### src/design/gcalf_pkg.sv
// ---------------------------------------------------------------------------
// Great-circle angle package
// Shared widths, fixed-point constants, register codes and the CORDIC
// arctangent table.
// ---------------------------------------------------------------------------
package gcalf_pkg;

  localparam int FRAC_BITS         = 16;
  localparam int CORDIC_STAGES_DEF = 18;

  localparam int LAT_W   = 24;
  localparam int LON_W   = 25;
  localparam int DEG_W   = 25;
  localparam int ANG_W   = 24;
  localparam int BOOST_W = 17;
  localparam int CFG_W   = 25;
  localparam int IDX_W   = 2;

  // Binary angle, unit vector components (Q2.30) and CORDIC datapath width.
  localparam int TURN_W   = 32;
  localparam int UNIT_W   = 32;
  localparam int CORDIC_W = 34;
  localparam int PROD_W   = 64;

  localparam logic signed [CORDIC_W-1:0] CORDIC_GAIN = 34'sd652032874;

  // Degrees to turns: |deg| * 2^(32-FRAC_BITS) / 360 = |deg| * 2^(29-FRAC_BITS) / 45.
  localparam int     D2T_SHIFT = 29 - FRAC_BITS;
  localparam int     DIV45_K   = 31;
  localparam int     DIV45_W   = 26;
  localparam longint DIV45_L   = ((longint'(1) <<< DIV45_K) + 44) / 45;
  localparam logic [DIV45_W-1:0] DIV45_M = DIV45_W'(DIV45_L);
  localparam int     QUO_W     = 19;
  localparam int     REM_W     = 6;
  localparam int     FINE_K    = 25;
  localparam int     FINE_W    = 20;
  localparam longint FINE_L    = ((longint'(1) <<< FINE_K) + 44) / 45;
  localparam logic [FINE_W-1:0] FINE_M = FINE_W'(FINE_L);

  // Fade of the light boost between 70 and 90 degrees.
  localparam logic [ANG_W-1:0] FADE_START = ANG_W'(70 <<< FRAC_BITS);
  localparam logic [ANG_W-1:0] FADE_END   = ANG_W'(90 <<< FRAC_BITS);
  localparam int     FADE_W   = 21;
  localparam int     DIV20_K  = 26;
  localparam int     DIV20_W  = 22;
  localparam longint DIV20_L  = ((longint'(1) <<< DIV20_K) + 19) / 20;
  localparam logic [DIV20_W-1:0] DIV20_M = DIV20_W'(DIV20_L);
  localparam logic [BOOST_W-1:0] BOOST_ONE = BOOST_W'(65536);

  localparam logic signed [DEG_W-1:0] HOME_LAT_RST = 25'sd2775034;
  localparam logic signed [DEG_W-1:0] HOME_LON_RST = -25'sd4662367;

  typedef enum logic [IDX_W-1:0] {
    REG_HOME_LAT = 2'd0,
    REG_HOME_LON = 2'd1,
    REG_BOOST_EN = 2'd2
  } cfg_reg_e;

  // atan(2^-i) in turns, 2^32 units per circle.
  function automatic logic [29:0] atan_turn(input int unsigned i);
    logic [29:0] r;
    case (i)
      0:  r = 30'd536870912;
      1:  r = 30'd316933406;
      2:  r = 30'd167458907;
      3:  r = 30'd85004756;
      4:  r = 30'd42667331;
      5:  r = 30'd21354465;
      6:  r = 30'd10679838;
      7:  r = 30'd5340245;
      8:  r = 30'd2670163;
      9:  r = 30'd1335087;
      10: r = 30'd667544;
      11: r = 30'd333772;
      12: r = 30'd166886;
      13: r = 30'd83443;
      14: r = 30'd41722;
      15: r = 30'd20861;
      16: r = 30'd10430;
      17: r = 30'd5215;
      18: r = 30'd2608;
      19: r = 30'd1304;
      20: r = 30'd652;
      21: r = 30'd326;
      22: r = 30'd163;
      23: r = 30'd81;
      24: r = 30'd41;
      25: r = 30'd20;
      26: r = 30'd10;
      27: r = 30'd5;
      28: r = 30'd3;
      29: r = 30'd1;
      30: r = 30'd1;
      default: r = '0;
    endcase
    return r;
  endfunction

endpackage

### src/design/gcalf_deg2turn.sv
// ---------------------------------------------------------------------------
// Degrees to turns
// Three-stage conversion of a Q.16 degree value into a 32-bit binary angle,
// truncated toward zero, using reciprocal multiplies for the divide by 45.
// ---------------------------------------------------------------------------
module gcalf_deg2turn (
  input  logic                                clk_i,
  input  logic                                en_i,
  input  logic signed [gcalf_pkg::DEG_W-1:0]  deg_i,
  output logic        [gcalf_pkg::TURN_W-1:0] turn_o
);
  import gcalf_pkg::*;

  localparam int P1_W = DEG_W + DIV45_W;
  localparam int P3_W = REM_W + D2T_SHIFT + FINE_W;

  logic             neg1_q, neg2_q;
  logic [DEG_W-1:0] mag1_q;
  logic [P1_W-1:0]  prod1_q;
  logic [QUO_W-1:0] quo2_q;
  logic [REM_W-1:0] rem2_q;

  logic [DEG_W-1:0]  mag_d;
  logic [QUO_W-1:0]  quo_d;
  logic [DEG_W-1:0]  quo45_d;
  logic [P3_W-1:0]   fine_prod_d;
  logic [TURN_W:0]   q_d;
  logic [TURN_W:0]   turn_d;

  assign mag_d   = deg_i[DEG_W-1] ? DEG_W'(-deg_i) : DEG_W'(deg_i);
  assign quo_d   = QUO_W'(prod1_q >> DIV45_K);
  assign quo45_d = (DEG_W'(quo_d) << 5) + (DEG_W'(quo_d) << 3) + (DEG_W'(quo_d) << 2)
                 + DEG_W'(quo_d);

  // Remainder in turns: floor(r * 2^D2T_SHIFT / 45) for r below 45.
  assign fine_prod_d = (P3_W'(rem2_q) << D2T_SHIFT) * P3_W'(FINE_M);
  assign q_d         = (TURN_W'(quo2_q) << D2T_SHIFT) + (TURN_W + 1)'(fine_prod_d >> FINE_K);
  assign turn_d      = neg2_q ? -q_d : q_d;

  always_ff @(posedge clk_i) begin
    if (en_i) begin
      neg1_q  <= deg_i[DEG_W-1];
      mag1_q  <= mag_d;
      prod1_q <= P1_W'(mag_d) * P1_W'(DIV45_M);
      neg2_q  <= neg1_q;
      quo2_q  <= quo_d;
      rem2_q  <= REM_W'(mag1_q - quo45_d);
      turn_o  <= turn_d[TURN_W-1:0];
    end
  end

endmodule

### config.mk
export PLATFORM = sky130hd
export DESIGN_NAME = gcalf_deg2turn
export DESIGN_NICKNAME = d
export VERILOG_FILES = /design/src/design/gcalf_pkg.sv /design/src/design/gcalf_deg2turn.sv
export SDC_FILE = /design/constraint.sdc
export NUM_CORES = 1
export LEC_CHECK = 0
export BUFFER_PORTS_ARGS = -buffer_cell sky130_fd_sc_hd__buf_2
export CAP_MARGIN = 20
export CORE_ASPECT_RATIO = 1.5
export CORE_MARGIN = 3
export CORE_UTILIZATION = 30
export DETAILED_ROUTE_END_ITERATION = 6
export GPL_TIMING_DRIVEN = 0
export PLACE_DENSITY = 0.51
export RECOVER_POWER = 25
export SLEW_MARGIN = 15
export SYNTH_ARGS = -nofsm -noshare
export SYNTH_HDL_FRONTEND = slang
export SYNTH_SLANG_ARGS = --single-unit
export TNS_END_PERCENT = 50
### constraint.sdc
create_clock -name clk_i -period 23.6 [get_ports clk_i]
set_input_delay 7.08 -clock clk_i [delete_from_list [all_inputs] [get_ports clk_i]]
set_output_delay 7.08 -clock clk_i [all_outputs]
set_load 0.05 [all_outputs]
==> out/results.ini, run 1 <==
[outcome]
status=finished clean

[route]
route.antenna.remaining_nets=0
via_per_inst=4.58
first_pass_iters=5
wl_per_cell_um=16.6
totalWireLength_um=36600
vias=10100
first_iter_violations=317
drcViolationCount=0

[floorplan]
num_io_pins=59
start_util=0.304
die_w_um=188
die_y_um=278
core-area_um2=48800
dieArea_um2=52200
rows=99

[worst_setup_path]
max_stage_delay_ns=0.62
startpoint_type=input pin
endpoint_kind=flip-flop
path_buf_inv=7
arrival_ns=16.58
crit_top_cell=inv_1
crit_family=adder cells
r2r_setup_slack_ns=16.44
crit_type=input pin to flip-flop
path_max_fanout=11
required_ns=23.69
cp_slowest_cell=or4_1

[synth]
yosysWarnings=0
ys_seq_elements=84
yosysSeqAreaShare=0.170
synth_cell_types=71
syn_nets=1960
synthArstFlopShare=0
synth_area_um2=14800
synthCells=1470
yosys_most_used_dff=edfxtp_1
synth_edf_count=84
avgSynthCellArea_um2=10.1

[clocking]
ctsResizeCount=0
clockRootBuffer=clkbuf_16
htree_num_levels=3
ctsHoldBuffers=0
clk_pin_slew_worst_paths_ns=0.06
cts_buffers=9
cts_tree=yes
cts.sinks=84
clkLatencyLatePin_ns=0.35
cts_setup_buffers=0
cts_max_path_buffers=2

[final_layout]
nFillCells=5115
diodes=0
area.growth.synth_to_final_pct=9.28
finalNonFillerCells=2201
layout_commonest_cell=inv_1
seq_area_um2=2520
layout-drive-gt1-share=0.0699
multi_input_area_um2=10800
most-common-layout-cells=inv_1, ha_1, fa_1, edfxtp_1, xnor2_1
fin_nets=2030

[timing]
rsz0062_at_grt=no
max-slew-margin-rel=0.254
fin_setup_tns_ns=0
final.setup_skew_ns=0.00612
period_needed_ns=16.49
timing.hold.ws_ns=0.421
fmax_mhz=60.7
drv_slew=0
setup_violations=0
worst_slack_ns=7.11
post-route-period-util=0.699
hold_viol=0
tightest_slew_ns=1.11

[place]
dpl.cell_count=2185
gp_routability_congestion=0.891
hpwl_um=33100
numPortBuffers=58
dpl_worst_slack_ns=6.64

[global_routing]
grt_max_degree=53
antenna_found_initial=1
grt_overflow=0
grt_use_total=0.145
grt_pass1_wl_um=58900
grt_pass1_vias=11000

[run]
max_cap_violations=0

[hold_path]
hold_path_class=flip-flop to flip-flop

-- through the flow --
stage / util / cell area [um2]
after floorplan: - / 14800
after global placement: 0.327 / 15900
after detailed placement: 0.327 / 16000
after CTS: 0.333 / 16300
after global routing: 0.332 / 16200
final: 0.332 / 16200
-- cell families after synthesis --
family | Yosys count | share of synthesized area
adder cells (fa/ha/maj) | 463 | 0.488
buffers and inverters | 389 | 0.0997
AND/OR/NAND/NOR | 225 | 0.0824
AO/OA/AOI/OAI | 192 | 0.0907
XOR/XNOR | 114 | 0.0673
flip-flops | 84 | 0.170
other | 2 | 0.000507
multiplexers | 1 | 0.000675
-- sequential cells by signal (all words and copies together), names as in the netlist --
name and count:
mag1_q 6, neg1_q 1, neg2_q 1, prod1_q 19, quo2_q 19, rem2_q 6, turn_o 32
-- synth_stat cells (25+ instances only) --
cell type / number / share of area
ha_1: 270 / 0.23
fa_1: 193 / 0.26
edfxtp_1: 84 / 0.17
xnor2_1: 79 / 0.047
xor2_1: 35 / 0.021
nor2_1: 42 / 0.011
nand2_1: 54 / 0.014
o21ai_0: 37 / 0.012
a21oi_1: 43 / 0.015
inv_1: 369 / 0.093
nand3_1: 25 / 0.0084
-- final timing paths --
kind | startpoint | end | cells after the start
worst min register to register | prod1_q[44] | quo2_q[13] | 0
worst max register to register | rem2_q[0] | turn_o[29] | 22
worst min-delay path | prod1_q[44] | quo2_q[13] | 0
worst max-delay path | deg_i[0] | prod1_q[49] | 30
-- layer usage --
layer | up-vias | share of wire | GRT usage
met3 | 59 | 0.031 | 0.0189
met4 | 0 | 0.042 | 0.0593
met1 | 4890 | 0.38 | 0.154
li1 | 4983 | - | -
met5 | - | 0 | 0
met2 | 159 | 0.55 | 0.284
-- final cells by class --
type | count | area share
buffer | 20 | 0.00502
multi-input combinational | 997 | 0.666
clock inverter | 7 | 0.00355
clock buffer | 9 | 0.0139
tap | 656 | 0.0507
sequential | 84 | 0.156
inverter | 369 | 0.0855
timing repair buffer | 59 | 0.0198
Power of run 1 is left out: the tool's default activity adds up to more than one toggle a clock period on the data nets, which glitch-free logic cannot reach.
==> run 2: changes to the inputs <==
Clock period 23.6 ns to 16.95 ns, I/O delays scaled along.
==> out/results.ini, run 2 (same netlist as run 1, synthesis figures left out) <==
[timing]
timing.hold.ws_ns=0.421
fin_setup_tns_ns=0
setup_violations=0
post-route-period-util=0.868
drv_slew=33
max-slew-margin-rel=-0.177
fmax_mhz=68.0
period_needed_ns=14.71
final.setup_skew_ns=0.00643
hold_viol=0
rsz0062_at_grt=no
tightest_slew_ns=1.76

[final_layout]
most-common-layout-cells=inv_1, ha_1, fa_1, edfxtp_1, xnor2_1
layout-drive-gt1-share=0.0725
layout_commonest_cell=inv_1
design_area_um2=16200
fin_nets=2030
regMostFlops=turn_o
reg_top3=turn_o (32), prod1_q (19), quo2_q (19)
area.growth.synth_to_final_pct=9.51
diodes=0
largest_register_ffs=32

[place]
hpwl_um=33100
gp_routability_congestion=0.891
numPortBuffers=58
place_area_um2=16000

[hold_path]
hold_path_class=flip-flop to flip-flop
min_to=quo2_q[9]
hold-path-cell-count=0
min-delay-start=prod1_q[40]

[clocking]
cts_buffers=9
ctsResizeCount=0
clk_pin_slew_worst_paths_ns=0.06
clockRootBuffer=clkbuf_16
cts.sinks=84
clkLatencyLatePin_ns=0.34
cts_max_path_buffers=2
cts_tree=yes
htree_num_levels=3
ctsHoldBuffers=0
cts_setup_buffers=0

[worst_setup_path]
max_stage_delay_ns=0.62
rr_endpoint=turn_o[31]
r2r-start=rem2_q[0]
required_ns=17.04
path_max_fanout=11
crit_top_cell=inv_1
path_buf_inv=7
startpoint_type=input pin
crit_type=input pin to flip-flop
r2r_setup_slack_ns=9.80
endpoint_kind=flip-flop
cp_slowest_cell=or4_1
crit_family=adder cells
arrival_ns=14.80
r2r_cells=24

[route]
via_per_inst=4.59
met3_length_um=1090
totalWireLength_um=36600
route.antenna.remaining_nets=0
drcViolationCount=0
met1Wirelength_um=14000
first_pass_iters=4
dr_wl_met2_um=20000
first_iter_violations=310
vias=10100
highest_layer=met4
wl_per_cell_um=16.6

[global_routing]
antenna_found_initial=1
grt_pass1_wl_um=58900
grt_overflow=0
grt_pass1_vias=11000
grt_max_degree=53
grt_use_total=0.145

[outcome]
status=complete, but fails checks
violations=max-capacitance violations, max-slew violations

[floorplan]
dieArea_um2=52200
rows=99
num_io_pins=59
core-area_um2=48800
die_w_um=188
die_y_um=278
start_util=0.304

[run]
max_cap_violations=1

[run 2: cell type report]
| type | instances | area (um2) |
|---|---|---|
| Multi-Input combinational cell | 997 | 10800 |
| Inverter | 369 | 1390 |
| Sequential cell | 84 | 2520 |
| Clock buffer | 9 | 225 |
| Clock inverter | 7 | 57.6 |
| Buffer | 20 | 90.1 |
| Tap cell | 656 | 821 |
| Fill cell | 5105 | 32600 |
| Timing Repair Buffer | 59 | 314 |
[run 2: stage by stage]
stage | instances | util | setup WS [ns]
2_1_floorplan | 1470 | - | 4.32
3_3_place_gp | 2184 | 0.327 | 2.07
3_5_place_dp | 2185 | 0.327 | 1.99
4_1_cts | 2201 | 0.333 | 2.36
5_1_grt | 2201 | 0.333 | 1.73
6_report | 2201 | 0.333 | 2.24
[run 2: metal layers]
layer	global-route usage	up-vias
li1	-	4982
met1	0.154	4894
met2	0.284	160
met3	0.0189	57
met4	0.0593	0
met5	0	-
[run 2: worst max-delay path by stage]
stage,from,to,slack (ns),depth (start not counted)
after floorplan,deg_i[8],prod1_q[49],4.32,27
after global placement,deg_i[0],prod1_q[49],2.07,30
after detailed placement,deg_i[0],prod1_q[49],1.99,30
after CTS,deg_i[0],prod1_q[49],2.36,30
after global routing,deg_i[0],prod1_q[49],1.73,30
final,deg_i[0],prod1_q[49],2.24,30
Power of run 2 is left out for the same reason.
==> run 3: changes to the inputs <==
Settings changed: ABC_AREA set to 1.
==> out/results.ini, run 3 <==
[outcome]
status=complete, but fails checks
violations=max-capacitance violations, max-slew violations

[timing]
drv_slew=33
rsz0062_at_grt=no
final.setup_skew_ns=0.00727
hold_viol=0
tightest_slew_ns=1.81
max-slew-margin-rel=-0.207
fin_setup_tns_ns=0
post-route-period-util=0.785
timing.hold.ws_ns=0.417
worst_slack_ns=3.64
setup_violations=0
period_needed_ns=13.31
fmax_mhz=75.1

[worst_setup_path]
r2r_setup_slack_ns=10.63
path_max_fanout=10
max_stage_delay_ns=0.69
arrival_ns=13.40
required_ns=17.04
startpoint_type=input pin
path_buf_inv=8
endpoint_kind=flip-flop
r2r-start=rem2_q[3]
cp_slowest_cell=nor4_2
crit_top_cell=inv_1
r2r_cells=27
crit_type=input pin to flip-flop
rr_endpoint=turn_o[26]
crit_family=adder cells

[clocking]
cts_tree=yes
clkLatencyLatePin_ns=0.35
htree_num_levels=3
cts_setup_buffers=0
ctsHoldBuffers=0
cts_buffers=9
cts.sinks=84
cts_max_path_buffers=2
clk_pin_slew_worst_paths_ns=0.06
ctsResizeCount=0
clockRootBuffer=clkbuf_16

[route]
via_per_inst=4.63
drcViolationCount=0
route.antenna.remaining_nets=0
first_pass_iters=5
totalWireLength_um=45600
vias=12900
first_iter_violations=454
wl_per_cell_um=16.4

[synth]
synthTopCellsByArea=fa_1, ha_1, edfxtp_1
yosysMostFrequentCell=inv_1
yosys-top-cells-count=inv_1, nand2_1, ha_1
avgSynthCellArea_um2=8.16
synth_top_cell_area_share=0.235
yosys_most_used_dff=edfxtp_1
synth_area_um2=16500
yosysWarnings=0
ys_seq_elements=84
syn_nets=2508
synth_edf_count=84
synthArstFlopShare=0
synthCells=2018
synth_cell_types=50
synth_top_cell_by_area=fa_1
yosysSeqAreaShare=0.153

[global_routing]
grt_max_degree=53
grt_pass1_vias=13800
grt_overflow=0
grt_pass1_wl_um=72200
grt_use_total=0.161
antenna_found_initial=0

[floorplan]
dieArea_um2=57800
core-area_um2=54000
rows=104
die_w_um=197
start_util=0.305
die_y_um=293
num_io_pins=59

[final_layout]
reg_top3=turn_o (32), prod1_q (19), quo2_q (19)
layout-drive-gt1-share=0.0535
largest_register_ffs=32
layout_commonest_cell=inv_1
regMostFlops=turn_o
fin_nets=2578
nFillCells=5738
most-common-layout-cells=inv_1, nand2_1, ha_1, fa_1, nor2_1
seq_area_um2=2520
multi_input_area_um2=11900
area.growth.synth_to_final_pct=8.62
diodes=0

[hold_path]
hold_path_class=flip-flop to flip-flop
min-delay-start=prod1_q[40]
min_to=quo2_q[9]
hold-path-cell-count=0

[run]
max_cap_violations=1

[place]
numPortBuffers=58
hpwl_um=41700
gp_routability_congestion=0.927
dpl_worst_slack_ns=3.43

## run 3: final cells by class
cell class | count | area share
buffer | 7 | 0.00168
inverter | 528 | 0.111
tap | 689 | 0.0482
timing repair buffer | 59 | 0.0176
sequential | 84 | 0.141
clock inverter | 6 | 0.00413
multi-input combinational | 1399 | 0.664
clock buffer | 9 | 0.0126
## run 3: worst max-delay path by stage
stage / startpoint / to / slack, ns / cells past startpoint
floorplan: deg_i[0] / prod1_q[45] / 5.07 / 34
global placement: deg_i[0] / prod1_q[46] / 3.41 / 34
detailed placement: deg_i[0] / prod1_q[46] / 3.43 / 34
CTS: deg_i[0] / prod1_q[46] / 3.79 / 34
global route: deg_i[0] / prod1_q[45] / 3.03 / 36
finish: deg_i[0] / prod1_q[46] / 3.64 / 34
## run 3: per-layer routing
metal / track usage / vias up / routed length, um
met1: 0.163 / 6158 / 16400
met2: 0.331 / 215 / 26100
met3: 0.00826 / 88 / 765
met4: 0.0738 / 0 / 2240
met5: 0 / - / 0
li1: - / 6413 / -
## run 3: cell families (layout without fill, tap and decap cells)
logic type	Yosys count	count (layout)	share of synthesized area
xor gates and xnor gates	92	92	0.0510
and+or+nand+nor	677	677	0.177
other	2	2	0.000456
DFF	84	84	0.153
adders and majority gates	463	463	0.440
AOI/OAI and AO/OA	165	165	0.0561
buffers and inverters	535	609	0.122
## run 3: metrics by stage
stage,util,instances,instance area [um2]
5_1_grt,0.331,2781,17900
3_5_place_dp,0.327,2766,17700
2_1_floorplan,-,2018,16500
3_3_place_gp,0.326,2765,17600
6_report,0.331,2781,17900
4_1_cts,0.332,2781,18000
Power of run 3 is left out for the same reason.
